### src/hdl/aalr_pkg.sv
// Shared constants, widths and controller/datapath interface types for the line rasterizer.
`default_nettype none

package aalr_pkg;

    localparam int FRAC_BITS  = 24;                          // slope / accumulator fraction
    localparam int COORD_BITS = 16;                          // endpoint coordinate width
    localparam int MAJ_W      = COORD_BITS + 1;              // major coordinate / extents
    localparam int ROW_W      = COORD_BITS + 2;              // minor coordinate incl. row + 1
    localparam int ACC_W      = COORD_BITS + FRAC_BITS + 2;  // running row accumulator
    localparam int SLOPE_W    = FRAC_BITS + 2;               // signed slope
    localparam int DIV_W      = COORD_BITS + FRAC_BITS;      // dividend / quotient shifter
    localparam int CNT_W      = $clog2(DIV_W + 1);
    localparam int PIX_W      = 12;
    localparam int COV_W      = 9;
    localparam int COV_FRAC_W = 8;
    localparam int CANVAS_W   = 13;
    localparam int IN_W       = 4 * COORD_BITS;
    localparam int OUT_W      = 40;

    localparam logic [CANVAS_W-1:0] CANVAS_CAP = 13'd4096;
    localparam logic [CANVAS_W-1:0] WIDTH_RST  = 13'd640;
    localparam logic [CANVAS_W-1:0] HEIGHT_RST = 13'd480;

    localparam logic [COV_W-1:0] COV_FULL = 9'd256;
    localparam logic [COV_W-1:0] COV_HALF = 9'd128;
    localparam logic [COV_W-1:0] COV_NONE = 9'd0;

    localparam logic CFG_WIDTH  = 1'b0;
    localparam logic CFG_HEIGHT = 1'b1;

    localparam logic FUNC_START = 1'b0;
    localparam logic FUNC_STEP  = 1'b1;

    // controller -> datapath
    typedef struct packed {
        logic cap;         // latch request payload
        logic prep;        // axis swap and endpoint ordering
        logic zero_load;   // single full-coverage pixel
        logic div_init;    // load divider
        logic div_step;    // one quotient bit
        logic slope_load;  // slope, accumulator, first endpoint pair
        logic end_load;    // second endpoint pair
        logic int_load;    // interior column pair, advance accumulator
        logic out_load;    // write output register
        logic out_sel_b;   // 0: first pixel of pair, 1: second
        logic out_last;    // tlast for the loaded pixel
    } t_dp_cmd;

    // datapath -> controller
    typedef struct packed {
        logic zero_len;
        logic end_done;    // current column already at final column
        logic int_done;    // current column + 1 reaches final column
        logic keep_a;
        logic keep_b;
        logic out_free;
    } t_dp_sts;

endpackage

`default_nettype wire

### src/hdl/aalr_dp.sv
// Datapath: endpoint setup, restoring slope divider, row accumulator, clipping, output register.
`default_nettype none

module aalr_dp (
    input  wire logic                           i_clk,
    input  wire logic                           i_rst_n,
    input  wire logic [aalr_pkg::IN_W-1:0]      i_s_tdata,
    input  wire logic                           i_cfg_we,
    input  wire logic                           i_cfg_idx,
    input  wire logic [aalr_pkg::CANVAS_W-1:0]  i_cfg_data,
    input  wire aalr_pkg::t_dp_cmd              i_cmd,
    output aalr_pkg::t_dp_sts                   o_sts,
    input  wire logic                           i_m_tready,
    output logic                                o_m_tvalid,
    output logic [aalr_pkg::OUT_W-1:0]          o_m_tdata,
    output logic                                o_m_tlast
);
    import aalr_pkg::*;

    // configuration
    logic [CANVAS_W-1:0] r_width, r_height;
    logic [CANVAS_W-1:0] w_wl, w_hl;

    // captured endpoints
    logic signed [COORD_BITS-1:0] r_x0, r_y0, r_x1, r_y1;

    // ordered endpoints (major a, minor b)
    logic                         r_steep;
    logic signed [COORD_BITS-1:0] r_a0, r_b0, r_a1, r_b1;

    // divider
    logic [COORD_BITS-1:0] r_dx, r_rem;
    logic                  r_neg;
    logic [DIV_W-1:0]      r_shift;

    // stepping state
    logic signed [SLOPE_W-1:0] r_slope;
    logic signed [ACC_W-1:0]   r_acc;
    logic signed [MAJ_W-1:0]   r_cur;

    // pixel pair
    logic signed [MAJ_W-1:0] r_pmaj;
    logic signed [ROW_W-1:0] r_pmin;
    logic [COV_W-1:0]        r_pcov_a, r_pcov_b;
    logic                    r_single;

    // output register
    logic             r_ov, r_olast;
    logic [OUT_W-1:0] r_odata;

    // setup logic
    logic signed [MAJ_W-1:0] w_dx, w_dy, w_dxo, w_dyo;
    logic [MAJ_W-1:0]        w_adx, w_ady, w_adyo;
    logic                    w_steep;
    logic signed [COORD_BITS-1:0] w_m0, w_n0, w_m1, w_n1;
    logic [DIV_W-1:0]        w_dividend;

    // divider step
    logic [COORD_BITS:0] w_trial, w_diff;
    logic                w_ge;

    logic signed [SLOPE_W-1:0] w_slope;
    logic [SLOPE_W-2:0]        w_mag;
    logic [COV_FRAC_W-1:0]     w_frac;
    logic signed [ROW_W-1:0]   w_cur_p1, w_fcol;

    // clipping
    logic signed [ROW_W-1:0] w_maj, w_min_b;
    logic signed [ROW_W-1:0] w_px_a, w_py_a, w_px_b, w_py_b;

    function automatic logic f_on_canvas(
        input logic signed [ROW_W-1:0] px,
        input logic signed [ROW_W-1:0] py,
        input logic [CANVAS_W-1:0]     wl,
        input logic [CANVAS_W-1:0]     hl
    );
        f_on_canvas = !px[ROW_W-1] && !py[ROW_W-1] &&
                      (px < $signed(ROW_W'(wl))) && (py < $signed(ROW_W'(hl)));
    endfunction

    assign w_wl = (r_width  > CANVAS_CAP) ? CANVAS_CAP : r_width;
    assign w_hl = (r_height > CANVAS_CAP) ? CANVAS_CAP : r_height;

    always_comb begin
        w_dx    = MAJ_W'(r_x1) - MAJ_W'(r_x0);
        w_dy    = MAJ_W'(r_y1) - MAJ_W'(r_y0);
        w_adx   = w_dx[MAJ_W-1] ? MAJ_W'(-w_dx) : MAJ_W'(w_dx);
        w_ady   = w_dy[MAJ_W-1] ? MAJ_W'(-w_dy) : MAJ_W'(w_dy);
        w_steep = w_ady > w_adx;
        w_m0 = w_steep ? r_y0 : r_x0;
        w_n0 = w_steep ? r_x0 : r_y0;
        w_m1 = w_steep ? r_y1 : r_x1;
        w_n1 = w_steep ? r_x1 : r_y1;
        // extents of the ordered line
        w_dxo  = MAJ_W'(r_a1) - MAJ_W'(r_a0);
        w_dyo  = MAJ_W'(r_b1) - MAJ_W'(r_b0);
        w_adyo = w_dyo[MAJ_W-1] ? MAJ_W'(-w_dyo) : MAJ_W'(w_dyo);
        // |dy| * 2^F + dx / 2, rounded-to-nearest quotient
        w_dividend = {w_adyo[COORD_BITS-1:0], {FRAC_BITS{1'b0}}}
                   + DIV_W'(w_dxo[COORD_BITS-1:1]);
    end

    always_comb begin
        w_trial = {r_rem, r_shift[DIV_W-1]};
        w_diff  = w_trial - {1'b0, r_dx};
        w_ge    = w_trial >= {1'b0, r_dx};
    end

    always_comb begin
        w_mag    = r_shift[SLOPE_W-2:0];
        w_slope  = r_neg ? -$signed({1'b0, w_mag}) : $signed({1'b0, w_mag});
        w_frac   = r_acc[FRAC_BITS-1 -: COV_FRAC_W];
        w_cur_p1 = ROW_W'(r_cur) + ROW_W'(1);
        w_fcol   = ROW_W'(r_a1);
    end

    always_comb begin
        w_maj   = ROW_W'(r_pmaj);
        w_min_b = r_pmin + ROW_W'(1);
        w_px_a  = r_steep ? r_pmin : w_maj;
        w_py_a  = r_steep ? w_maj  : r_pmin;
        w_px_b  = r_steep ? w_min_b : w_maj;
        w_py_b  = r_steep ? w_maj   : w_min_b;
    end

    always_comb begin
        o_sts.zero_len = (r_x0 == r_x1) && (r_y0 == r_y1);
        o_sts.end_done = r_cur >= MAJ_W'(r_a1);
        o_sts.int_done = w_cur_p1 >= w_fcol;
        o_sts.keep_a   = f_on_canvas(w_px_a, w_py_a, w_wl, w_hl);
        o_sts.keep_b   = f_on_canvas(w_px_b, w_py_b, w_wl, w_hl) && !r_single;
        o_sts.out_free = !r_ov || i_m_tready;
    end

    // control-side registers
    always_ff @(posedge i_clk) begin
        if (!i_rst_n) begin
            r_width  <= WIDTH_RST;
            r_height <= HEIGHT_RST;
            r_ov     <= 1'b0;
        end else begin
            if (i_cfg_we) begin
                if (i_cfg_idx == CFG_WIDTH) begin
                    r_width <= i_cfg_data;
                end
                if (i_cfg_idx == CFG_HEIGHT) begin
                    r_height <= i_cfg_data;
                end
            end
            if (i_cmd.out_load) begin
                r_ov <= 1'b1;
            end else if (i_m_tready) begin
                r_ov <= 1'b0;
            end
        end
    end

    // payload registers
    always_ff @(posedge i_clk) begin
        if (i_cmd.cap) begin
            r_x0 <= i_s_tdata[0*COORD_BITS +: COORD_BITS];
            r_y0 <= i_s_tdata[1*COORD_BITS +: COORD_BITS];
            r_x1 <= i_s_tdata[2*COORD_BITS +: COORD_BITS];
            r_y1 <= i_s_tdata[3*COORD_BITS +: COORD_BITS];
        end
        if (i_cmd.prep) begin
            r_steep <= w_steep;
            if (w_m0 > w_m1) begin
                r_a0 <= w_m1; r_b0 <= w_n1; r_a1 <= w_m0; r_b1 <= w_n0;
            end else begin
                r_a0 <= w_m0; r_b0 <= w_n0; r_a1 <= w_m1; r_b1 <= w_n1;
            end
        end
        if (i_cmd.div_init) begin
            r_dx    <= w_dxo[COORD_BITS-1:0];
            r_neg   <= w_dyo[MAJ_W-1];
            r_rem   <= '0;
            r_shift <= w_dividend;
        end
        if (i_cmd.div_step) begin
            r_rem   <= w_ge ? w_diff[COORD_BITS-1:0] : w_trial[COORD_BITS-1:0];
            r_shift <= {r_shift[DIV_W-2:0], w_ge};
        end
        if (i_cmd.zero_load) begin
            r_steep  <= 1'b0;
            r_pmaj   <= MAJ_W'(r_x0);
            r_pmin   <= ROW_W'(r_y0);
            r_pcov_a <= COV_FULL;
            r_pcov_b <= COV_NONE;
            r_single <= 1'b1;
        end
        if (i_cmd.slope_load) begin
            r_slope  <= w_slope;
            r_acc    <= $signed({(ACC_W-FRAC_BITS)'(r_b0), {FRAC_BITS{1'b0}}})
                      + ACC_W'(w_slope);
            r_cur    <= MAJ_W'(r_a0) + MAJ_W'(1);
            r_pmaj   <= MAJ_W'(r_a0);
            r_pmin   <= ROW_W'(r_b0);
            r_pcov_a <= COV_HALF;
            r_pcov_b <= COV_NONE;
            r_single <= 1'b0;
        end
        if (i_cmd.end_load) begin
            r_pmaj   <= MAJ_W'(r_a1);
            r_pmin   <= ROW_W'(r_b1);
            r_pcov_a <= COV_HALF;
            r_pcov_b <= COV_NONE;
            r_single <= 1'b0;
        end
        if (i_cmd.int_load) begin
            r_pmaj   <= r_cur;
            r_pmin   <= r_acc[ACC_W-1:FRAC_BITS];   // floor of the row
            r_pcov_a <= COV_FULL - COV_W'(w_frac);
            r_pcov_b <= COV_W'(w_frac);
            r_single <= 1'b0;
            r_acc    <= r_acc + ACC_W'(r_slope);
            r_cur    <= r_cur + MAJ_W'(1);
        end
        if (i_cmd.out_load) begin
            r_olast <= i_cmd.out_last;
            if (i_cmd.out_sel_b) begin
                r_odata <= {(OUT_W-2*PIX_W-COV_W)'(0), r_pcov_b,
                            w_py_b[PIX_W-1:0], w_px_b[PIX_W-1:0]};
            end else begin
                r_odata <= {(OUT_W-2*PIX_W-COV_W)'(0), r_pcov_a,
                            w_py_a[PIX_W-1:0], w_px_a[PIX_W-1:0]};
            end
        end
    end

    assign o_m_tvalid = r_ov;
    assign o_m_tdata  = r_odata;
    assign o_m_tlast  = r_olast;

endmodule

`default_nettype wire

### src/hdl/aalr_ctrl.sv
// Controller: sequences setup, slope division, pair loading and pixel emission.
`default_nettype none

module aalr_ctrl (
    input  wire logic          i_clk,
    input  wire logic          i_rst_n,
    input  wire logic          i_s_tvalid,
    input  wire logic          i_s_tuser,
    output logic               o_s_tready,
    input  wire aalr_pkg::t_dp_sts i_sts,
    output aalr_pkg::t_dp_cmd  o_cmd
);
    import aalr_pkg::*;

    localparam logic [3:0] S_IDLE  = 4'd0;
    localparam logic [3:0] S_PREP  = 4'd1;
    localparam logic [3:0] S_DIVI  = 4'd2;
    localparam logic [3:0] S_DIV   = 4'd3;
    localparam logic [3:0] S_SLOPE = 4'd4;
    localparam logic [3:0] S_PEND  = 4'd5;
    localparam logic [3:0] S_PINT  = 4'd6;
    localparam logic [3:0] S_EMA   = 4'd7;
    localparam logic [3:0] S_EMB   = 4'd8;

    localparam logic [1:0] PH_IDLE = 2'd0;
    localparam logic [1:0] PH_END  = 2'd1;
    localparam logic [1:0] PH_INT  = 2'd2;

    logic [3:0]       r_state, n_state;
    logic             r_busy, n_busy;
    logic [1:0]       r_phase, n_phase;
    logic             r_fin, n_fin;
    logic [CNT_W-1:0] r_cnt, n_cnt;

    always_comb begin
        n_state    = r_state;
        n_busy     = r_busy;
        n_phase    = r_phase;
        n_fin      = r_fin;
        n_cnt      = r_cnt;
        o_cmd      = '0;
        o_s_tready = (r_state == S_IDLE);
        case (r_state)
            S_IDLE: begin
                if (i_s_tvalid) begin
                    o_cmd.cap = 1'b1;
                    if (i_s_tuser == FUNC_START) begin
                        n_busy  = 1'b0;
                        n_phase = PH_IDLE;
                        n_state = S_PREP;
                    end else if (r_busy) begin
                        n_state = (r_phase == PH_END) ? S_PEND : S_PINT;
                    end
                end
            end
            S_PREP: begin
                if (i_sts.zero_len) begin
                    o_cmd.zero_load = 1'b1;
                    n_fin   = 1'b1;
                    n_state = S_EMA;
                end else begin
                    o_cmd.prep = 1'b1;
                    n_state = S_DIVI;
                end
            end
            S_DIVI: begin
                o_cmd.div_init = 1'b1;
                n_cnt   = '0;
                n_state = S_DIV;
            end
            S_DIV: begin
                o_cmd.div_step = 1'b1;
                n_cnt = r_cnt + CNT_W'(1);
                if (r_cnt == CNT_W'(DIV_W - 1)) begin
                    n_state = S_SLOPE;
                end
            end
            S_SLOPE: begin
                o_cmd.slope_load = 1'b1;
                n_busy  = 1'b1;
                n_phase = PH_END;
                n_fin   = 1'b0;
                n_state = S_EMA;
            end
            S_PEND: begin
                o_cmd.end_load = 1'b1;
                n_fin = i_sts.end_done;
                if (i_sts.end_done) begin
                    n_busy  = 1'b0;
                    n_phase = PH_IDLE;
                end else begin
                    n_phase = PH_INT;
                end
                n_state = S_EMA;
            end
            S_PINT: begin
                o_cmd.int_load = 1'b1;
                n_fin = i_sts.int_done;
                if (i_sts.int_done) begin
                    n_busy  = 1'b0;
                    n_phase = PH_IDLE;
                end
                n_state = S_EMA;
            end
            S_EMA: begin
                if (!i_sts.keep_a) begin
                    n_state = S_EMB;
                end else if (i_sts.out_free) begin
                    o_cmd.out_load  = 1'b1;
                    o_cmd.out_sel_b = 1'b0;
                    o_cmd.out_last  = r_fin && !i_sts.keep_b;
                    n_state = S_EMB;
                end
            end
            S_EMB: begin
                if (!i_sts.keep_b) begin
                    n_state = S_IDLE;
                end else if (i_sts.out_free) begin
                    o_cmd.out_load  = 1'b1;
                    o_cmd.out_sel_b = 1'b1;
                    o_cmd.out_last  = r_fin;
                    n_state = S_IDLE;
                end
            end
            default: begin
                n_state = S_IDLE;
            end
        endcase
    end

    always_ff @(posedge i_clk) begin
        if (!i_rst_n) begin
            r_state <= S_IDLE;
            r_busy  <= 1'b0;
            r_phase <= PH_IDLE;
            r_fin   <= 1'b0;
            r_cnt   <= '0;
        end else begin
            r_state <= n_state;
            r_busy  <= n_busy;
            r_phase <= n_phase;
            r_fin   <= n_fin;
            r_cnt   <= n_cnt;
        end
    end

endmodule

`default_nettype wire

### src/hdl/antialiased_line_rasterizer_top.sv
// Top level of the antialiased line rasterizer: controller plus datapath.
//
// Usage:
//  Input stream (i_s_*): tuser selects the request kind, 0 starts a new line
//  from the endpoints in tdata, 1 advances the current line by one step.
//  A start emits the first endpoint pair (or one full-coverage pixel for
//  a zero-length line); the first step emits the second endpoint pair,
//  each later one an interior column pair. Off-canvas pixels are dropped.
//  Output stream (o_m_*): one pixel per transfer, tlast marks the final
//  pixel of a line. Coverage is in 1/256 units for a downstream blender.
//  Config port: write canvas width / height (index 0 / 1) while idle.
// Timing:
//  The block holds one request at a time. A start runs capture, setup, a
//  restoring divider for the slope (one quotient bit per cycle) and slope
//  load (both skipped for a zero-length line), then the emit states; a step
//  runs capture, pair load, emit states. Clipped pixels skip their slot.
// Reset: synchronous, active low; the line is dropped, canvas returns to
//  640 x 480. A stalled receiver holds the block in its emit state; the
//  output register keeps the pending pixel until tready.
`default_nettype none

module antialiased_line_rasterizer_top (
    input  wire logic                          i_clk,
    input  wire logic                          i_rst_n,
    // request channel
    input  wire logic                          i_s_tvalid,
    output logic                               o_s_tready,
    // tdata: start_x[15:0], start_y[31:16], end_x[47:32], end_y[63:48]
    input  wire logic [aalr_pkg::IN_W-1:0]     i_s_tdata,
    // tuser: func (0 = start, 1 = step)
    input  wire logic                          i_s_tuser,
    // pixel channel
    output logic                               o_m_tvalid,
    input  wire logic                          i_m_tready,
    // tdata: pixel_x[11:0], pixel_y[23:12], coverage[32:24], zero[39:33]
    output logic [aalr_pkg::OUT_W-1:0]         o_m_tdata,
    output logic                               o_m_tlast,   // line_last
    // configuration writes
    input  wire logic                          i_cfg_we,
    input  wire logic                          i_cfg_idx,
    input  wire logic [aalr_pkg::CANVAS_W-1:0] i_cfg_data
);
    import aalr_pkg::*;

    t_dp_cmd w_cmd;
    t_dp_sts w_sts;

    aalr_ctrl u_ctrl (
        .i_clk      (i_clk),
        .i_rst_n    (i_rst_n),
        .i_s_tvalid (i_s_tvalid),
        .i_s_tuser  (i_s_tuser),
        .o_s_tready (o_s_tready),
        .i_sts      (w_sts),
        .o_cmd      (w_cmd)
    );

    aalr_dp u_dp (
        .i_clk      (i_clk),
        .i_rst_n    (i_rst_n),
        .i_s_tdata  (i_s_tdata),
        .i_cfg_we   (i_cfg_we),
        .i_cfg_idx  (i_cfg_idx),
        .i_cfg_data (i_cfg_data),
        .i_cmd      (w_cmd),
        .o_sts      (w_sts),
        .i_m_tready (i_m_tready),
        .o_m_tvalid (o_m_tvalid),
        .o_m_tdata  (o_m_tdata),
        .o_m_tlast  (o_m_tlast)
    );

endmodule

`default_nettype wire
### config.mk
export PLATFORM = sky130hd
export DESIGN_NAME = antialiased_line_rasterizer_top
export DESIGN_NICKNAME = d
export VERILOG_FILES = /design/src/hdl/aalr_pkg.sv /design/src/hdl/aalr_dp.sv /design/src/hdl/aalr_ctrl.sv /design/src/hdl/antialiased_line_rasterizer_top.sv
export SDC_FILE = /design/constraint.sdc
export NUM_CORES = 1
export LEC_CHECK = 0
export ABC_AREA = 1
export BUFFER_PORTS_ARGS = -buffer_cell sky130_fd_sc_hd__buf_4
export CORE_UTILIZATION = 35
export DETAILED_ROUTE_END_ITERATION = 10
export SETUP_SLACK_MARGIN = 0.1
export SLEW_MARGIN = 15
export SYNTH_ARGS = -nofsm -noshare
export SYNTH_HDL_FRONTEND = slang
export SYNTH_SLANG_ARGS = --single-unit
### constraint.sdc
create_clock -name i_clk -period 5.4 [get_ports i_clk]
set_input_delay 0.81 -clock i_clk [delete_from_list [all_inputs] [get_ports i_clk]]
set_output_delay 0.81 -clock i_clk [all_outputs]
set_load 0.02 [all_outputs]
; ---- Word level (Yosys, flattened, before mapping)
; Index checks and enable logic that the tools add are counted.
[totals]
ff_bits = 422
input_bits = 84
out_inout_bits = 43
word_cells = 201
[classes]
n_addsub = 18
magnitude_cmp = 11
n_eq_ne = 21
mux = 85
bitwise_logic = 1
n_reduce_logical = 33
[op_table]
columns = cell, count
row1 = two-way mux 16 bit, 12
row2 = two-way mux 18 bit, 8
row3 = two-way mux 17 bit, 8
row4 = two-way mux 42 bit, 2
row5 = two-way mux 40 bit, 2
row6 = less-than comparator 18 x 14 -> 1 bit, 4
row7 = subtractor 16 x 16 -> 17 bit, 3
row8 = adder 42 x 26 -> 42 bit, 1
row9 = adder 40 x 26 -> 41 bit, 1
row10 = adder 40 x 15 -> 40 bit, 1
row11 = two-way mux 9 bit, 4
row12 = >= comparator 17 x 16 -> 1 bit, 2
row13 = negation 17 bit, 2
row14 = == test 16 bit, 2
row15 = two-way mux 32 bit, 1
row16 = two-way mux 4 bit, 8
row17 = two-way mux 8 bit, 4
row18 = subtractor 16 bit, 2
row19 = case mux 4 bit (7 select lines), 1
row20 = greater-than comparator 13 bit (second input constant), 2
row21 = two-way mux 13 bit, 2
row22 = two-way mux 26 bit, 1
row23 = negation 25 -> 26 bit, 1
row24 = adder 17 x 2 -> 18 bit (second input constant), 1
row25 = other kinds (37), 94

; ---- Depth between registers and ports, before layout
[logic_depth]
ltp_word = 13
mapped_depth = 42
depth_no_buf = 39

; ---- Modules after synthesis
; A second synthesis with hierarchy kept.
[hier_totals]
hier_cells = 4146
hier_area_um2 = 31443.9
[modules_own_cells]
columns = module, instances, cells_per_inst, area_per_inst_um2, seq_area_each_um2
row1 = aalr_dp, 1, 3998, 30504.3, 11721.2
row2 = aalr_ctrl, 1, 148, 939.7, 280.3

; ---- Worst setup path before layout
; Ideal clock, no wire load.
[synth_timing]
path_kind = register -> register
start = register u_dp.r_x0[0]
end = register u_dp.r_a1[0] (data pin)
setup_time_ps = 268
t_arrival_ps = 5535
required_ps = 5132
setup_slack_ps = -403
stages_incl_launch_ff = 37
n_path_buf = 5
period_less_slack_ps = 5803
cell_sequence = edfxtp_1 -> ha_1 -> fa_1 -> o21ai_1 -> nand3_1 -> nand3_1 -> a21oi_1 -> or2_1 -> nand2_1 -> inv_1 -> clkbuf_1 -> nand2_1 -> xor2_1 -> ha_1 -> inv_1 -> nor3_1 -> o31ai_1 -> nand2_1 -> nand2_1 -> o211ai_1 -> nand2_1 -> clkbuf_1 -> clkbuf_1 -> nand2_1 -> o21ai_0 -> ha_1 -> a21oi_1 -> o21a_1 -> o221ai_1 -> a21oi_1 -> nand2_1 -> nand2_1 -> o21ai_0 -> nand2_1 -> clkbuf_1 -> clkbuf_1 -> o21ai_0
[synth_between]
elab_chain_cells = 7
word_cells_on_any_way = 8
classes_between = 2 x add/sub / 2 x order compare / 4 x mux
[synth_lines]
columns = element, line_no
row1 = from (decl), aalr_dp.sv:25  ; logic signed [COORD_BITS-1:0] r_x0, r_y0, r_x1, r_y1;
row2 = from (signal assigned), aalr_dp.sv:161  ; r_x0 <= i_s_tdata[0*COORD_BITS +: COORD_BITS];
row3 = subtractor 16 x 16 -> 17 bit, aalr_dp.sv:85  ; w_dx = MAJ_W'(r_x1) - MAJ_W'(r_x0);
row4 = negation 17 bit, aalr_dp.sv:87  ; w_adx = w_dx[MAJ_W-1] ? MAJ_W'(-w_dx) : MAJ_W'(w_dx);
row5 = two-way mux 17 bit, aalr_dp.sv:87
row6 = greater-than comparator 17 bit, aalr_dp.sv:89  ; w_steep = w_ady > w_adx;
row7 = "two-way mux 16 bit, on equally long branches", "aalr_dp.sv:90, aalr_dp.sv:92"
row8 = greater-than comparator 16 bit, aalr_dp.sv:168  ; if (w_m0 > w_m1) begin
row9 = two-way mux 16 bit *, aalr_dp.sv:168
row10 = to (signal assigned), aalr_dp.sv:169  ; r_a0 <= w_m1; r_b0 <= w_n1; r_a1 <= w_m0; r_b1 <= w_n0;
row11 = to (signal assigned), aalr_dp.sv:171  ; r_a0 <= w_m0; r_b0 <= w_n0; r_a1 <= w_m1; r_b1 <= w_n1;
row12 = to (decl), aalr_dp.sv:29  ; logic signed [COORD_BITS-1:0] r_a0, r_b0, r_a1, r_b1;
; Every way passes the cells marked *; elsewhere a longest branch is shown, timed or not.
; A chain may end at the register's enable or synchronous reset.

; ---- Worst setup path after layout
[layout_timing]
start = register u_dp.r_y0[0]
end = register u_dp.r_b1[8] (data pin)
[layout_between]
elab_chain_cells = 7
word_cells_on_any_way = 10
classes_between = 2 x add/sub / 2 x order compare / 6 x mux
[layout_lines]
columns = element, line_no
row1 = from (decl), aalr_dp.sv:25
row2 = from (signal assigned), aalr_dp.sv:162  ; r_y0 <= i_s_tdata[1*COORD_BITS +: COORD_BITS];
row3 = subtractor 16 x 16 -> 17 bit, aalr_dp.sv:86  ; w_dy = MAJ_W'(r_y1) - MAJ_W'(r_y0);
row4 = negation 17 bit, aalr_dp.sv:88  ; w_ady = w_dy[MAJ_W-1] ? MAJ_W'(-w_dy) : MAJ_W'(w_dy);
row5 = two-way mux 17 bit, aalr_dp.sv:88
row6 = greater-than comparator 17 bit, aalr_dp.sv:89
row7 = "two-way mux 16 bit, on equally long branches", "aalr_dp.sv:90, aalr_dp.sv:92"
row8 = greater-than comparator 16 bit, aalr_dp.sv:168
row9 = two-way mux 16 bit *, aalr_dp.sv:168
row10 = to (signal assigned), aalr_dp.sv:169
row11 = to (signal assigned), aalr_dp.sv:171
row12 = to (decl), aalr_dp.sv:29
; Marked as above.

==> results.md <==
* Outcome: finished with violations
* Adder-Cell Fraction of Synth Area at 11.2%
* RSZ-0062 raised after global routing: true
* Final count of pins violating max slew at 0
* First-pass GRT wire length at 145000 µm
* Synth Area in Compound Gates at 14.6%
* DR vias at 27858
* Most common cell after layout, fill and taps aside: nand2_1
* Final worst slack at -0.467 ns
* Placed cells at 5413
* Number of core rows at 107
* Routability congestion estimate from global placement at 0.938
* Clk_lat worst skew at 0.62 ns
* Yosys warning count at 0
* Die X at 297 µm
* Largest family of logic cells by synthesized area: simple AND/OR/NAND/NOR gates
* Cell mode on critical path: nand2_1
* Critical Path RT at 5.76 ns
* Crit. End Element: flip-flop
* # DRC at 0
* Synth Area in Simple Gates at 22.2%
* Drt pass-1 iters at 6
* Number of DRC markers in iteration 0 at 2145
* Crit Path Class: reg -> reg
* Synthesized instance count at 3944
* Core area at 85800 µm²
* HP Start: i_s_tdata[13]
* Die area at 88400 µm²
* Worst rel slew slack at 34.4%
* Setup violations, final at 64
* Total GRT Usage at 20.8%
* Non-Filler Instances at 5549
* Layout area overhead at 23.8%
* Number of vias per cell at 5.02
* Cell Area, Synth at 30500 µm²
* Port Buf Inserts at 119
* Worst r2r src: u_dp.r_y0[0]
* Max stage delay on crit path at 0.61 ns
* MaxCap Viol Count at 0
* CTS tree: built
* Clk buf depth at 3
* Predominant post-synthesis flop cell: edfxtp_1
* Final Skew at 0.0288 ns
* H-tree lvl count at 2
* FMAX at 170 MHz
* Syn avg cell area at 7.74 µm²
* Ratio of final minimum period to clock period at 109%
* WP buf/inv at 9
* Proportion of synthesized area in mux cells at 0%
* Post-synth ARST share at 0%
* Final hold vios at 0
* Top Ports at 127
* Family with the most delay on the worst path: simple AND/OR/NAND/NOR gates
* Nets at 4716
* Number of flops mapped to enable cells by yosys at 371
* CP Launch Type: flip-flop
* Crit path from: u_dp.r_y0[0]
* Drt wl/cell at 17.0 µm
* Critical path data arrival time at 6.23 ns
* #FFs+latches synth at 414
* Hpwl dp at 74500 µm
* CP max FO at 12
* WL final at 94500 µm
* XOR/XNOR share of the synthesized area at 5.16%
* Part of the Yosys area used for sequential elements at 39.3%
* Initial antenna violation count at 2
* Clock root buffer: clkbuf_16
* Die Height at 297 µm
* Failing checks: setup timing
* Number of library cell types mapped by synthesis at 58
* Vias in the first global route at 25878
* Worst-path clk slew at 0.06 ns
* Largest net degree at the start of global routing at 66
* Initial Util at 35.6%
* Post-route ant nets at 0
* Congestion Overflow GR at 0
* CTS Buf Count at 49
* HP Class: in -> reg
* CTS sink count at 414
* Commonest non-fill, non-tap cells in the layout: 980 x nand2_1, 469 x inv_1, 445 x buf_4
* Slew @ Worst Pin at 0.983 ns
* Slowest-stage cell, CP: fa_2
* Ratio of cells with drive above 1 in the final layout at 16.6%
* Crit path time final at 5.87 ns
## worst register-to-register path, delay by kind of cell, from the launching register on
| kind | cells | cell delay, ns |
|---|---|---|
| fa+ha+maj | 5 | 1.50 |
| xor+xnor | 1 | 0.14 |
| flops | 1 | 0.43 |
| simple gates | 17 | 1.67 |
| buf+inv | 9 | 1.16 |
| compound gates | 5 | 0.69 |
## synthesized netlist by cell type, types with 24 or more instances
cell type  number  share of area [%]
nand2_1      1012                 12
inv_1         487                6.0
o21ai_0       384                6.3
edfxtp_1      371                 37
nor2_1        352                4.3
a21oi_1       292                4.8
ha_1          261                 11
nand3_1       132                2.2
xor2_1        119                3.4
clkbuf_1       84                1.0
xnor2_1        59                1.7
nor3_1         55               0.90
nand4_1        49                1.0
dfxtp_1        43                2.8
a31oi_1        34               0.70
o211ai_1       24               0.59
## kinds of logic (layout without fill, tap and decap cells)
group,after synthesis,after routing
and+or+nand+nor,1655,1655
AOI/OAI and AO/OA,825,825
buffers and inverters,602,1056
DFF,414,414
adders and majority gates,268,268
xor gates and xnor gates,179,179
other,1,8
## metal layers
layer	vias up	GRT usage [%]	wire, µm
li1	14100	-	-
met5	-	0	0
met1	12878	29.3	43900
met3	123	2.22	5220
met4	0	5.45	2410
met2	757	33.7	43000
## stage by stage
| stage | hold WS (ns) | utilization (%) | setup WS (ns) | TNS (ns) | instance area (µm²) |
|---|---|---|---|---|---|
| after floorplan | 0.421 | - | 0.0815 | 0 | 30700 |
| after global placement | 0.408 | 40.7 | -0.498 | -30.36 | 34900 |
| after detailed placement | 0.408 | 40.7 | -0.636 | -37.38 | 34900 |
| after CTS | 0.349 | 43.5 | -0.313 | -16.79 | 37300 |
| after global routing | 0.359 | 44.0 | -0.820 | -49.53 | 37800 |
| final | 0.383 | 44.0 | -0.467 | -26.58 | 37800 |
## registers in the layout, summed over array words and instances, names as in the netlist, 6 cells and up
register        count
u_ctrl.r_cnt        6
u_dp.o_m_tdata     33
u_dp.r_a0          16
u_dp.r_a1          16
u_dp.r_acc         42
u_dp.r_b0          16
u_dp.r_b1          16
u_dp.r_cur         17
u_dp.r_dx          16
u_dp.r_height      13
u_dp.r_pcov_a       8
u_dp.r_pcov_b       8
u_dp.r_pmaj        17
u_dp.r_pmin        18
u_dp.r_rem         16
u_dp.r_shift       40
u_dp.r_slope       26
u_dp.r_width       13
u_dp.r_x0          16
u_dp.r_x1          16
u_dp.r_y0          16
u_dp.r_y1          16
## what timing repair did
item                                    CTS  global route
hold buffers                              0             0
gates cloned                              6             3
resized for setup                       137            83
setup buffers                            22            13
endpoints found under the setup margin   64            65
pin swaps                                46            36
## area by class of cell
type	instances	area (µm²)
repair buffers	472	3870
clock buffers	60	1310
multi-input cells	2934	17000
clock inverters	31	323
well taps	1144	1430
inverters	493	1860
flip-flops and latches	414	12000
diodes	1	2.50
fillers	8500	48000
## path summary, 6_finish.rpt
check | endpoint | slack, ns | cells past startpoint
worst max-delay path | u_dp.r_b1[8] | -0.47 | 37
worst min-delay path | u_dp.r_x0[13] | 0.38 | 1
worst max register to register | u_dp.r_b1[8] | -0.47 | 37
worst min register to register | u_dp.o_m_tdata[24] | 0.42 | 0
Power is not shown: default switching activity piles up to over one toggle a cycle in this logic, so the estimate is an artifact.
